<file path="config.mk">
export PLATFORM = sky130hd
export DESIGN_NAME = vt4_csr
export DESIGN_NICKNAME = d
export VERILOG_FILES = /design/src/hdl/vt4_pkg.sv /design/src/hdl/vt4_csr.sv
export SDC_FILE = /design/constraint.sdc
export NUM_CORES = 1
export LEC_CHECK = 0
export ABC_AREA = 0
export BUFFER_PORTS_ARGS = -buffer_cell sky130_fd_sc_hd__buf_2
export CAP_MARGIN = 20
export CORE_AREA = 4 4 252 254
export CTS_BUF_LIST = sky130_fd_sc_hd__clkbuf_8
export CTS_CLUSTER_DIAMETER = 100
export CTS_CLUSTER_SIZE = 10
export DETAILED_ROUTE_END_ITERATION = 6
export DIE_AREA = 0 0 256 258
export GPL_TIMING_DRIVEN = 0
export HOLD_SLACK_MARGIN = 0.02
export PLACE_DENSITY_LB_ADDON = 0.3
export SLEW_MARGIN = 5
export SYNTH_ARGS = -nofsm -noshare
export SYNTH_HDL_FRONTEND = slang
export SYNTH_SLANG_ARGS = --single-unit
export TNS_END_PERCENT = 5
</file>
<file path="constraint.sdc">
create_clock -name clock -period 2.4 [get_ports clock]
set_clock_uncertainty 0.15 [all_clocks]
set_input_delay 0.12 -clock clock [delete_from_list [all_inputs] [get_ports clock]]
set_output_delay 0.12 -clock clock [all_outputs]
set_load 0.005 [all_outputs]
</file>
<file path="src/hdl/vt4_pkg.sv">
`timescale 1ns / 1ps
// ----------------------------------------------------------------------------
// vt4_pkg: shared types and constants of the vertex transform block
// Fixed-point format, matrix register layout, lane and pipeline types.
// ----------------------------------------------------------------------------
package vt4_pkg;

   // Signed fixed-point format of every entry, component and result.
   localparam int FRAC_BITS = 16;
   localparam int DATA_W    = 32;

   // Lane arithmetic widths: a 32x32 product, a pair sum and the full sum.
   localparam int PROD_W    = 2 * DATA_W;
   localparam int PAIR_W    = PROD_W + 1;
   localparam int SUM_W     = PROD_W + 2;

   // Matrix geometry: one lane per row, one product per column.
   localparam int NUM_LANES = 4;
   localparam int NUM_COLS  = 4;
   localparam int NUM_PAIRS = NUM_COLS / 2;

   // Pipeline depth from acceptance to the result register.
   localparam int NUM_STAGES = 4;

   // Configuration registers: two matrix entries per 64-bit register.
   localparam int REG_COUNT     = 8;
   localparam int CSR_DATA_W    = 64;
   localparam int REG_ADDR_LSB  = 3;
   localparam int REG_IDX_W     = $clog2(REG_COUNT);
   localparam int CSR_ADDR_W    = REG_ADDR_LSB + REG_IDX_W;
   localparam int COLS_PER_REG  = CSR_DATA_W / DATA_W;

   // Dimension codes carried by the dims field.
   localparam int DIMS_W = 3;
   typedef logic [DIMS_W-1:0] dims_type;
   localparam dims_type DIMS_MIN = DIMS_W'(2);
   localparam dims_type DIMS_MAX = DIMS_W'(4);

   typedef logic signed [DATA_W-1:0] entry_type;
   typedef entry_type row_type [NUM_COLS];
   typedef row_type matrix_type [NUM_LANES];
   typedef logic [CSR_DATA_W-1:0] csr_word_type;

   // Saturation limits of a result.
   localparam entry_type SAT_MAX = {1'b0, {(DATA_W-1){1'b1}}};
   localparam entry_type SAT_MIN = {1'b1, {(DATA_W-1){1'b0}}};

   // The reset matrix is the identity.
   localparam csr_word_type REG_RESET [REG_COUNT] = '{
      64'h0000_0000_0001_0000, 64'h0000_0000_0000_0000,
      64'h0001_0000_0000_0000, 64'h0000_0000_0000_0000,
      64'h0000_0000_0000_0000, 64'h0000_0000_0001_0000,
      64'h0000_0000_0000_0000, 64'h0001_0000_0000_0000
   };

   // Load enables of the pipeline stages, one per stage.
   typedef struct packed {
      logic [NUM_STAGES-1:0] en;
   } pipe_ctrl_type;

   // What one lane reports for its row.
   typedef struct packed {
      entry_type value;
      logic      ovf;
   } lane_result_type;

   // Out-of-range dims values act as the nearest legal one.
   function automatic dims_type clamp_dims(input dims_type dims);
      dims_type n;
      n = dims;
      if (dims < DIMS_MIN) begin
         n = DIMS_MIN;
      end else if (dims > DIMS_MAX) begin
         n = DIMS_MAX;
      end
      return n;
   endfunction

endpackage

</file>
<file path="src/hdl/vt4_csr.sv">
`timescale 1ns / 1ps
// ----------------------------------------------------------------------------
// vt4_csr: matrix register file behind the APB-style port
// Eight 64-bit registers, two Q16.16 entries each, unpacked into the matrix.
// ----------------------------------------------------------------------------
module vt4_csr
   import vt4_pkg::*;
(
   input  logic                  clock,
   input  logic                  reset,
   input  logic                  psel,
   input  logic                  penable,
   input  logic                  pwrite,
   input  logic [CSR_ADDR_W-1:0] paddr,
   input  csr_word_type          pwdata,
   output csr_word_type          prdata,
   output logic                  pready,
   output matrix_type            matrix
);

   csr_word_type         reg_ff [REG_COUNT];
   csr_word_type         reg_in [REG_COUNT];
   logic [REG_IDX_W-1:0] reg_idx;
   logic                 wr_en;

   assign pready  = 1'b1;
   assign reg_idx = paddr[CSR_ADDR_W-1:REG_ADDR_LSB];
   assign wr_en   = psel && penable && pwrite;
   assign prdata  = reg_ff[reg_idx];

   // A write replaces the addressed register.
   always_comb begin
      for (int i = 0; i < REG_COUNT; i++) begin
         reg_in[i] = (wr_en && (reg_idx == REG_IDX_W'(i))) ? pwdata : reg_ff[i];
      end
   end

   always_ff @(posedge clock) begin
      if (reset) begin
         for (int i = 0; i < REG_COUNT; i++) begin
            reg_ff[i] <= REG_RESET[i];
         end
      end else begin
         for (int i = 0; i < REG_COUNT; i++) begin
            reg_ff[i] <= reg_in[i];
         end
      end
   end

   // Row r, column c sits in register 2r + c/2, lower column in the low half.
   always_comb begin
      for (int r = 0; r < NUM_LANES; r++) begin
         for (int c = 0; c < NUM_COLS; c++) begin
            matrix[r][c] = reg_ff[r * (NUM_COLS / COLS_PER_REG) + c / COLS_PER_REG]
                                 [(c % COLS_PER_REG) * DATA_W +: DATA_W];
         end
      end
   end

endmodule

</file>
# Word-level counts from Yosys, hierarchy flattened
# Memories as Yosys holds them, arrays and structs flattened.
# Cells that the tools add are included.
# totals
mem_bits_rw	512
register_bits	0
n_memories	1
word_cells	46
output_inout_bits	577
inputBits	75
# memory_table
memory	depth	width	read_ports	rd_ports_with_merged_regs	wr	line	text
reg_ff	8	64	9	0	8	vt4_csr.sv:21	csr_word_type reg_ff [REG_COUNT];
# classes
eq_ne	7
bitwise	8
n_reduce_logical	11
mux	19
# op_table
cell	count
$mux W64	16
$eq A3 B3 Y1 const B	4
$logic_and A1 B1 Y1	10
$or A1 B1 Y1	8
$eq A3 B2 Y1 const B	2
$eq A3 B1 Y1 const B	1
$logic_not A3 Y1	1
$mux W1	3

# Depth between registers and ports, before layout
# logic_depth
word_depth	5
depth_mapped	7
depth_no_buf	3

# Least setup slack after synthesis
# No wires, ideal clock.
# synth_timing
kind	input port to output port
startpoint	input paddr[3]
endpoint	output prdata[43]
path_slack_ps	759
arrival_time_ps	1371
t_required_ps	2130
path_buffers	3
cell_stages	5
path_cell_list	buf_6 -> buf_2 -> buf_1 -> mux4_2 -> mux2_2
# synth_via
elab_chain_len	1
# synth_rtl
element	line	text
start, declared	vt4_csr.sv:14	input logic [CSR_ADDR_W-1:0] paddr,
$mem_v2 Z8 W64	--	
end, declared	vt4_csr.sv:16	output csr_word_type prdata,
# Every way passes these cells.

# Final worst setup path
# layout_timing
startpoint	input paddr[4]
endpoint	output prdata[62]
# The elaborated chain is that of the path after synthesis.

==> run metrics <==
status complete, no violations; critical path's slowest cell buf_2; CTS buffer count 57; routability-driven placement congestion ratio 0.884; final non-filler cell total roughly 3600; max reg flops about 510; setup violators final 0; global route total overflow 0; hold endpoint reg_ff[1][16]$_SDFFE_PP0P_; crit path capture type output pin; Slew Viols, Final 0; share of cells above drive strength 1 35.3%; Clk pwr share approximately a third; fin crit share ~98%; Hold Crit Depth 5; final-layout fill cell count roughly 5700; Port-buffer cells about 650; cell count after synthesis about 2000; Seq pwr share 56.6%; Switching Share 25.3%; worst-margin pin slew roughly 1 ns; Static Leakage 0.0154 uW; CP arrival 2.09 ns; clock sink total a little over 500; Setup WS post-layout between 0.04 and 0.05 ns; TritonRoute pass-1 iters 5; dpl ws -0.609 ns; DRC Markers 0; maximum vdd drop roughly 0.35 mV; syn avg cell area about 12 um2; RR Startpoint reg_ff[2][15]$_SDFFE_PP0P_; synthesized flop and latch total about 510; Mapped Area 23700 um2; total track usage 27.3%; CP max stage delay approximately 0.37 ns; CTS tree yes; vias in the first global route 19833; largest net degree at the start of global routing 16; via count roughly 19000; worst skew pair latency roughly 0.64 ns; hold slack 0.168 ns; clk root buf clkbuf_8; final hold violation count 0; worst hold path class in2reg; max_cap viols 0; relative slew slack between 30 and 40%; Seq/Total Area, Yosys 43.3%; Die H ~260 um; Pwr per Cell Area roughly 520 nW/um2; Net Switching around 3800 uW; Area Growth Syn to Fin 24.3%; Tmin final 2.36 ns; final net count between 2000 and 3000; first-pass GRT wire length 137000 um; DR WL/cell about 26 um; post-DP HPWL about 71000 um; CTS clock-pin slew for the worst setup and hold paths 0.08 ns; Critical Path Fanout Max 10; DR iter-0 viols 1445; critical-path cell list buf_2 -> buf_6 -> buf_6 -> buf_2 -> mux4_2 -> mux2_2 -> buf_2; I/O pin count around 650; die area ~66000 um2; Yosys Warn Count 0; Post-Syn Nets roughly 2100; part of the power in combinational logic 9.0%; Reg2Reg Capture Point reg_ff[2][15]$_SDFFE_PP0P_; WS Path Type in2out; reg2reg path depth 2; initial antenna violation count 7; P_int 11400 uW; Max Clk Rate about 0.42 GHz; Clock Tree Buf Depth 3; Yosys cell types 21; core footprint ~61000 um2; Avg Vias per Cell 5.37; Biggest register reg_ff; antenna-violating nets left 0; # rows 91; Req. time, crit path roughly 2.1 ns; # H-tree levels 2; Post-Place Cells 3462; Routed WL ~94000 um; FF-to-FF setup slack about 1.5 ns; CP most frequent cell buf_2; Initial Utilization 38.7%; Hold Startpoint paddr[3]; die width about 260 um; critical path launch point type primary input; largest registers reg_ff: 512 flops
metal layers:
metal  routed length, um  part of all wire (%)  vias to the layer above  global-route usage, %
li1                    -                     -                     8458                      -
met1               38200                    40                     9821                   33.6
met2               46500                    49                      791                   47.0
met3                6190                   6.6                      200                   6.02
met4                3610                   3.8                        2                   10.3
met5                  13                 0.014                        -                      0
cells in the final DEF (no fill, tap or decap), drive strengths merged:
cell         count
diode            1
and4b            1
mux4           128
nand3            2
buf            787
nand2            6
and4             1
mux2            64
nand2b         572
clkinvlp         1
clkinv           1
conb             1
nor2b            2
and2             2
nor2             7
clkbuf         134
dlygate4sd3     65
mux2i          512
dfxtp          512
layout make-up:
type / instances / area [um2] / area share, %
multi-input combinational: 1298 / 12400 / 42.2
sequential: 512 / 10200 / 34.8
timing repair buffer: 711 / 3890 / 13.2
buffer: 215 / 1030 / 3.51
tap: 790 / 988 / 3.36
clock buffer: 60 / 826 / 2.80
clock inverter: 2 / 16.3 / 0.0552
antenna: 1 / 2.50 / 0.00850
stage by stage:
stage / utilization, % / total power [uW] / cell area (um2) / TNS [ns]
after floorplan: - / 9540 / 23700 / 0
after global placement: 45.6 / 10100 / 27900 / -176.21
after detailed placement: 45.6 / 10100 / 27900 / -150.48
after CTS: 48.0 / 15300 / 29400 / -0.114
after global routing: 48.1 / 15700 / 29400 / -0.00170
final: 48.1 / 15200 / 29400 / 0
Yosys cell counts:
cell / n / share of area, %
nand2b_1: 572 / 15
dfxtp_1: 512 / 43
mux2i_1: 512 / 22
mux4_2: 124 / 12
clkbuf_1: 69 / 1.1
mux2_2: 64 / 3.0
buf_1: 63 / 1.0
buf_2: 63 / 1.3
buf_4: 12 / 0.38
buf_6: 8 / 0.38
nor2_1: 7 / 0.11
mux4_1: 4 / 0.44
nand2_1: 4 / 0.063
and2_1: 2 / 0.053
nand2_2: 2 / 0.053
nand3_1: 2 / 0.042
nor2b_1: 2 / 0.053
and4_1: 1 / 0.037
and4b_1: 1 / 0.042
buf_8: 1 / 0.063
conb_1: 1 / 0.016
critical path, delay by kind of cell:
kind	cells	cell delay [ns]
buffers and inverters	5	1.27
multiplexers	2	0.68
timing repair:
item,CTS,global route
hold endpoints to repair,510,0
buffers inserted,0,0
hold buffers,65,0
pin swaps,0,0
setup endpoints to repair,64,88
resized for setup,6,10
how the worst max path moves through the flow:
stage	from	end	depth (start not counted)
detailed placement	reset	reg_ff[0][34]$_SDFFE_PP0P_	7
CTS	paddr[4]	prdata[27]	7
global placement	reset	reg_ff[0][31]$_SDFFE_PP0P_	7
global route	paddr[4]	prdata[62]	7
floorplan	paddr[3]	prdata[43]	5
finish	paddr[4]	prdata[62]	7
power by group through the flow:
stage                     Clock, uW  Combinational [uW]  Sequential (uW)
after floorplan                   0                 745             8800
after global placement            0                1260             8810
after detailed placement          0                1280             8810
after CTS                      5340                1370             8610
after global routing           5620                1440             8620
final                          5230                1370             8620
kinds of logic (layout without fill, tap and decap cells):
logic type | count (synthesis) | in the layout | share of synthesized area [%]
mux | 704 | 704 | 36.9
simple gates | 593 | 593 | 15.6
flops | 512 | 512 | 43.3
buf+inv | 216 | 988 | 4.25
other cells | 1 | 2 | 0.0158
(Power assumes the default switching activity.)
