File: config.mk
export PLATFORM = sky130hd
export DESIGN_NAME = vt4_merge
export DESIGN_NICKNAME = d
export VERILOG_FILES = /design/src/hdl/vt4_pkg.sv /design/src/hdl/vt4_merge.sv
export SDC_FILE = /design/constraint.sdc
export NUM_CORES = 1
export LEC_CHECK = 0
export ABC_AREA = 1
export ABC_CLOCK_PERIOD_IN_PS = 1200
export BUFFER_PORTS_ARGS = -buffer_cell sky130_fd_sc_hd__buf_2
export CORE_MARGIN = 10
export CORE_UTILIZATION = 45
export DETAILED_ROUTE_END_ITERATION = 10
export PLACE_DENSITY = 0.81
export SLEW_MARGIN = 20
export SYNTH_ARGS = -nofsm -noshare
export SYNTH_HDL_FRONTEND = slang
export SYNTH_SLANG_ARGS = --single-unit
File: constraint.sdc
create_clock -name clock -period 1.2 [get_ports clock]
set_clock_uncertainty 0.1 [all_clocks]
set_input_delay 0.24 -clock clock [delete_from_list [all_inputs] [get_ports clock]]
set_output_delay 0.24 -clock clock [all_outputs]
set_load 0.05 [all_outputs]
File: src/hdl/vt4_pkg.sv
`timescale 1ns / 1ps
// ----------------------------------------------------------------------------
// vt4_pkg: shared types and constants of the vertex transform block
// Fixed-point format, matrix register layout, lane and pipeline types.
// ----------------------------------------------------------------------------
package vt4_pkg;

   // Signed fixed-point format of every entry, component and result.
   localparam int FRAC_BITS = 16;
   localparam int DATA_W    = 32;

   // Lane arithmetic widths: a 32x32 product, a pair sum and the full sum.
   localparam int PROD_W    = 2 * DATA_W;
   localparam int PAIR_W    = PROD_W + 1;
   localparam int SUM_W     = PROD_W + 2;

   // Matrix geometry: one lane per row, one product per column.
   localparam int NUM_LANES = 4;
   localparam int NUM_COLS  = 4;
   localparam int NUM_PAIRS = NUM_COLS / 2;

   // Pipeline depth from acceptance to the result register.
   localparam int NUM_STAGES = 4;

   // Configuration registers: two matrix entries per 64-bit register.
   localparam int REG_COUNT     = 8;
   localparam int CSR_DATA_W    = 64;
   localparam int REG_ADDR_LSB  = 3;
   localparam int REG_IDX_W     = $clog2(REG_COUNT);
   localparam int CSR_ADDR_W    = REG_ADDR_LSB + REG_IDX_W;
   localparam int COLS_PER_REG  = CSR_DATA_W / DATA_W;

   // Dimension codes carried by the dims field.
   localparam int DIMS_W = 3;
   typedef logic [DIMS_W-1:0] dims_type;
   localparam dims_type DIMS_MIN = DIMS_W'(2);
   localparam dims_type DIMS_MAX = DIMS_W'(4);

   typedef logic signed [DATA_W-1:0] entry_type;
   typedef entry_type row_type [NUM_COLS];
   typedef row_type matrix_type [NUM_LANES];
   typedef logic [CSR_DATA_W-1:0] csr_word_type;

   // Saturation limits of a result.
   localparam entry_type SAT_MAX = {1'b0, {(DATA_W-1){1'b1}}};
   localparam entry_type SAT_MIN = {1'b1, {(DATA_W-1){1'b0}}};

   // The reset matrix is the identity.
   localparam csr_word_type REG_RESET [REG_COUNT] = '{
      64'h0000_0000_0001_0000, 64'h0000_0000_0000_0000,
      64'h0001_0000_0000_0000, 64'h0000_0000_0000_0000,
      64'h0000_0000_0000_0000, 64'h0000_0000_0001_0000,
      64'h0000_0000_0000_0000, 64'h0001_0000_0000_0000
   };

   // Load enables of the pipeline stages, one per stage.
   typedef struct packed {
      logic [NUM_STAGES-1:0] en;
   } pipe_ctrl_type;

   // What one lane reports for its row.
   typedef struct packed {
      entry_type value;
      logic      ovf;
   } lane_result_type;

   // Out-of-range dims values act as the nearest legal one.
   function automatic dims_type clamp_dims(input dims_type dims);
      dims_type n;
      n = dims;
      if (dims < DIMS_MIN) begin
         n = DIMS_MIN;
      end else if (dims > DIMS_MAX) begin
         n = DIMS_MAX;
      end
      return n;
   endfunction

endpackage

File: src/hdl/vt4_merge.sv
`timescale 1ns / 1ps
// ----------------------------------------------------------------------------
// vt4_merge: result register fed by the four lanes
// Zeroes the rows outside the selected form and gathers the overflow flags
// of the active rows into one.
// ----------------------------------------------------------------------------
module vt4_merge
   import vt4_pkg::*;
(
   input  logic            clock,
   input  logic            reset,
   input  pipe_ctrl_type   ctrl,
   input  dims_type        dims,
   input  lane_result_type lane_res [NUM_LANES],
   output entry_type       out_val  [NUM_LANES],
   output logic            overflow
);

   entry_type out_ff [NUM_LANES];
   entry_type out_in [NUM_LANES];
   logic      overflow_ff;
   logic      overflow_in;

   // Row r is active when it lies inside the dims-by-dims part of the matrix.
   always_comb begin
      overflow_in = 1'b0;
      for (int r = 0; r < NUM_LANES; r++) begin
         if (DIMS_W'(r) < dims) begin
            out_in[r]   = lane_res[r].value;
            overflow_in = overflow_in | lane_res[r].ovf;
         end else begin
            out_in[r]   = '0;
         end
      end
   end

   always_ff @(posedge clock) begin
      if (reset) begin
         for (int r = 0; r < NUM_LANES; r++) begin
            out_ff[r] <= '0;
         end
         overflow_ff <= 1'b0;
      end else if (ctrl.en[NUM_STAGES-1]) begin
         out_ff      <= out_in;
         overflow_ff <= overflow_in;
      end
   end

   assign out_val  = out_ff;
   assign overflow = overflow_ff;

   // The 2x2 form leaves the last two rows at zero.
   a_small_form_zero: assert property (@(posedge clock) disable iff (reset)
      ctrl.en[NUM_STAGES-1] && (dims == DIMS_MIN) |=>
         (out_ff[2] == '0) && (out_ff[3] == '0))
      else $error("inactive rows not zero in 2x2 form");

   // Overflow is only reported together with a saturated result.
   a_ovf_has_sat: assert property (@(posedge clock) disable iff (reset)
      overflow_ff |->
         (out_ff[0] == SAT_MAX) || (out_ff[0] == SAT_MIN) ||
         (out_ff[1] == SAT_MAX) || (out_ff[1] == SAT_MIN) ||
         (out_ff[2] == SAT_MAX) || (out_ff[2] == SAT_MIN) ||
         (out_ff[3] == SAT_MAX) || (out_ff[3] == SAT_MIN))
      else $error("overflow flagged without a saturated row");

endmodule

# --- Word-level counts from Yosys, hierarchy flattened ---
# Index checks and enable logic that the tools add are counted.
word_totals:
  output_inout_bits: 129
  inputBits: 141
  wordCells: 20
  reg_bits: 129
classes:
  bitwise_logic: 3
  mux: 8
  magnitude_cmp: 4
op_table:
  columns: ["cell", "n"]
  rows:
  - ["$mux W32", 4]
  - ["$lt A1 B3 Y1 const A", 2]
  - ["$lt A2 B3 Y1 const A", 2]
  - ["$mux W1", 4]
  - ["$or A1 B1 Y1", 3]

# --- Depth between registers and ports, before layout ---
logic_depth:
  ltp_word: 8
  mapped_depth: 7
  depth_no_buf: 6

# --- Worst setup path after synthesis ---
# OpenSTA, ideal clock, no wires.
synth_timing:
  path_kind: "input to register"
  from: "in dims[2]"
  to: "reg out_ff (netlist bit out_val[100])"
  path_slack_ps: 136
  required_time_ps: 980
  t_arrival_ps: 843
  cell_stages: 6
  setup_ps: 120
  cell_sequence: "buf_4 > nor2_1 > nand2_2 > buf_2 > nand2_1 > a21oi_1"
synth_via:
  elab_chain_len: 2
synth_lines:
  columns: ["element", "line_no", "text"]
  rows:
  - ["start: declaration", "vt4_merge.sv:13", "input dims_type dims,"]
  - ["$lt A1 B3 Y1", "vt4_merge.sv:28", "if (DIMS_W'(r) < dims) begin"]
  - ["$mux W32", "vt4_merge.sv:28", null]
  - ["end signal: assignment", "vt4_merge.sv:44", "out_ff <= out_in;"]
  - ["end: declaration", "vt4_merge.sv:19", "entry_type out_ff [NUM_LANES];"]
# No other way between the ends.
# A chain may end at the register's enable or synchronous reset.

==> key figures <==
Synthesis
  • Yosys reg bits: 129
  • Largest family of logic cells by synthesized area: compound AO/OA/AOI/OAI gates
  • Post-Synth Simple-Gate Area: 13.98%
  • Yosys top cell area share: 52.08%
  • Adder-Cell Fraction of Synth Area: 0%
  • Synth Instances: 586
  • Post-Syn Nets: 727
  • Leading area contributor after synthesis: dfxtp_1
  • Post-synthesis sequential area ratio: 52.08%
  • Netlist cell types: 16
  • Mux contribution to synthesized area: 0%
  • Commonest cells post-synth: nand2_1, dfxtp_1, o21ai_0
  • Post-synthesis compound-gate area fraction: 26.60%
  • Post-synth top flop: dfxtp_1
  • Synth top area cells: dfxtp_1, nand2_1, o21ai_0, a21oi_2, a21oi_1
  • Syn avg cell area: 8.462 sq um
  • Async set-reset flop share out of synthesis: 0%
  • Most frequent cell after synthesis: nand2_1
  • Syn Std Cell Area: 4959 sq um
  • Post-Synth XOR/XNOR Area: 0%
  • Number of flops mapped to enable cells by yosys: 0
  • Synth Warn #: 0

Floorplanning
  • Die extent in x: 125.0 um
  • Die area: 15,620 sq um
  • # IOs: 270
  • Core area: 10,790 sq um
  • Die height: 125.0 um
  • Row count: 38
  • Starting Density: 45.94%

Routing
  • Total number of vias: 7,041
  • First-pass DRT Iterations: 6
  • Drt initial violations: 912
  • Routed WL: 31.51 mm
  • Routed Antenna Nets: 0
  • DRC: 0
  • WL per Instance: 27.17 um
  • Vias per cell: 6.070

Worst setup path
  • Crit end category: flop
  • Worst Path Required: 1.43 ns
  • Max FO, Critical Path: 2
  • Crit path kind: reg2reg
  • Critical Path, Cell by Cell: buf_4, o21ai_0, a21oi_2
  • Arrival time of the worst setup path: 1.65 ns
  • Delay of the slowest critical-path stage: 0.56 ns
  • Slowest cell on crit path: o21ai_0
  • CP Launch Type: flop

Final layout
  • Layout area overhead: 103.2%
  • Nets: 1,143
  • Fin cells: 1,160
  • Finished Cell Area: 10,080 sq um
  • Layout cells sized above 1: 52.71%
  • Area of the multi-input gates: 2012 sq um
  • Fill cells: 355
  • FF+latch area: 2759 sq um

STA
  • Final setup fails: 130
  • RSZ-0062 raised after global routing: true
  • Final cycle utilization of the critical path: 117.9%
  • Hold WS: 0.05374 ns
  • F_max: 706.6 MHz
  • Slew margin rel.: 52.32%
  • Minimum clock period: 1.415 ns
  • Max Slew Vio Count: 0
  • Slew @ Worst Pin: 0.7077 ns
  • Setup WS post-layout: -0.2153 ns
  • Final Hold Violating Endpoints: 0

CTS
  • Register clock-pin slew on the reported worst setup and hold paths: 0.06 ns
  • Num CTS Buffers: 17
  • Worst skew pair latency: 0.49 ns
  • Clock buffer depth: 2
  • CTS tree: done
  • H-tree Lvls: 4
  • Clock sink total: 129
  • CTS root buffer: clkbuf_8

GRT
  • Largest net degree at the start of global routing: 52
  • Initial antenna violation count: 6
  • First-pass GRT wire length: 41.25 mm
  • Vias in the first global route: 7,217
  • Grt total ovfl: 0
  • GR Util All Layers: 32.85%

Placed design
  • DP Cell Count: 959
  • Gpl congestion: 0.8087
  • DP Area: 6466 sq um
  • # port buffers: 266
  • Placed wire-length estimate: 11.85 mm

Run status
  • Failing checks: negative setup slack
  • Outcome: finished, violations left

Flow run
  • MaxCap Viol Count: 0

Power
  • Leak: 4.457 nW
  • Peak supply drop: 1060 uV
  • Design Power: 13.45 mW
  • Cell Pwr Density: 1335 nW/um^2

Hold path
  • Worst min-delay path category: in2reg
## power by group
group / switching, mW / internal [mW] / leakage [nW]
clock network: 2.17 / 2.85 / 0.266
logic: 2.04 / 1.51 / 3.08
registers: 0.285 / 4.60 / 1.11
## repair_timing
action | 4_1_cts | 5_1_grt
endpoints found under the hold margin | 129 | 0
setup endpoints to repair | 129 | 129
resized for setup | 515 | 9
setup buffers | 3 | 29
hold buffers | 132 | 0
## layout by cell type, fill, tap and decap left out, types with 3 or more instances in the layout
cell type | netlist | routed
o21ai_0 | 92 | 92
buf_8 | 0 | 127
clkinv_4 | 0 | 4
nand3_1 | 32 | 32
nor2_1 | 3 | 3
nand2_2 | 3 | 3
clkinvlp_4 | 0 | 3
inv_6 | 0 | 4
a21oi_2 | 50 | 50
diode_2 | 0 | 5
dlygate4sd3_1 | 0 | 132
dfxtp_2 | 0 | 123
o21ai_1 | 5 | 5
buf_2 | 18 | 136
a21oi_1 | 79 | 79
buf_12 | 0 | 16
nand2_1 | 134 | 134
clkbuf_16 | 0 | 16
buf_4 | 7 | 40
dfxtp_4 | 0 | 6
## final timing paths
check,end,slack [ns],depth (start not counted),from
setup / recovery,out_val[76]$_SDFFE_PP0P_,-0.22,3,out_val[76]$_SDFFE_PP0P_
hold reg to reg,out_val[16]$_SDFFE_PP0P_,0.40,2,out_val[16]$_SDFFE_PP0P_
hold / removal,out_val[17]$_SDFFE_PP0P_,0.05,3,ctrl[3]
setup reg to reg,out_val[76]$_SDFFE_PP0P_,-0.22,3,out_val[76]$_SDFFE_PP0P_
## through the flow
step / setup WS (ns) / utilization, % / TNS [ns]
6_report: -0.2153 / 93.37 / -18.33
5_1_grt: -0.2086 / 93.37 / -22.97
4_1_cts: -0.1554 / 90.97 / -18.19
3_5_place_dp: 0.01829 / 59.91 / 0
3_3_place_gp: 0.05445 / 59.91 / 0
2_1_floorplan: 0.1364 / - / 0
## worst max-delay path, delay by kind of cell, from the launching register on
kind | cells | cell delay, ns
DFF | 1 | 0.34
AOI/OAI and AO/OA | 2 | 0.69
buffers and inverters | 1 | 0.13
## final cells by class
cell class              instances  area share, %
diodes                          5         0.1242
clock buffers                  19          4.284
clock inverters                13          1.266
inverters                       4         0.1862
multi-input cells             398          19.97
flip-flops and latches        129          27.38
well taps                     140          1.738
repair buffers                452          45.06
## metal layers
layer,global-route usage (%),vias to the layer above,part of all wire [%]
li1,-,2826,-
met1,30.01,3242,30
met2,59.24,702,49
met3,9.125,269,10
met4,27.64,2,11
met5,0,-,0.057
## state kept, by name, indices dropped and copies added, names as in the netlist
register	cells
out_val	128
overflow	1
## cell families (layout without fill, tap and decap cells)
logic type / after synthesis / count (layout)
compound gates: 226 / 226
simple gates: 172 / 172
buf+inv: 59 / 488
other cells: 0 / 5
flops: 129 / 129
(Power assumes the default switching activity.)
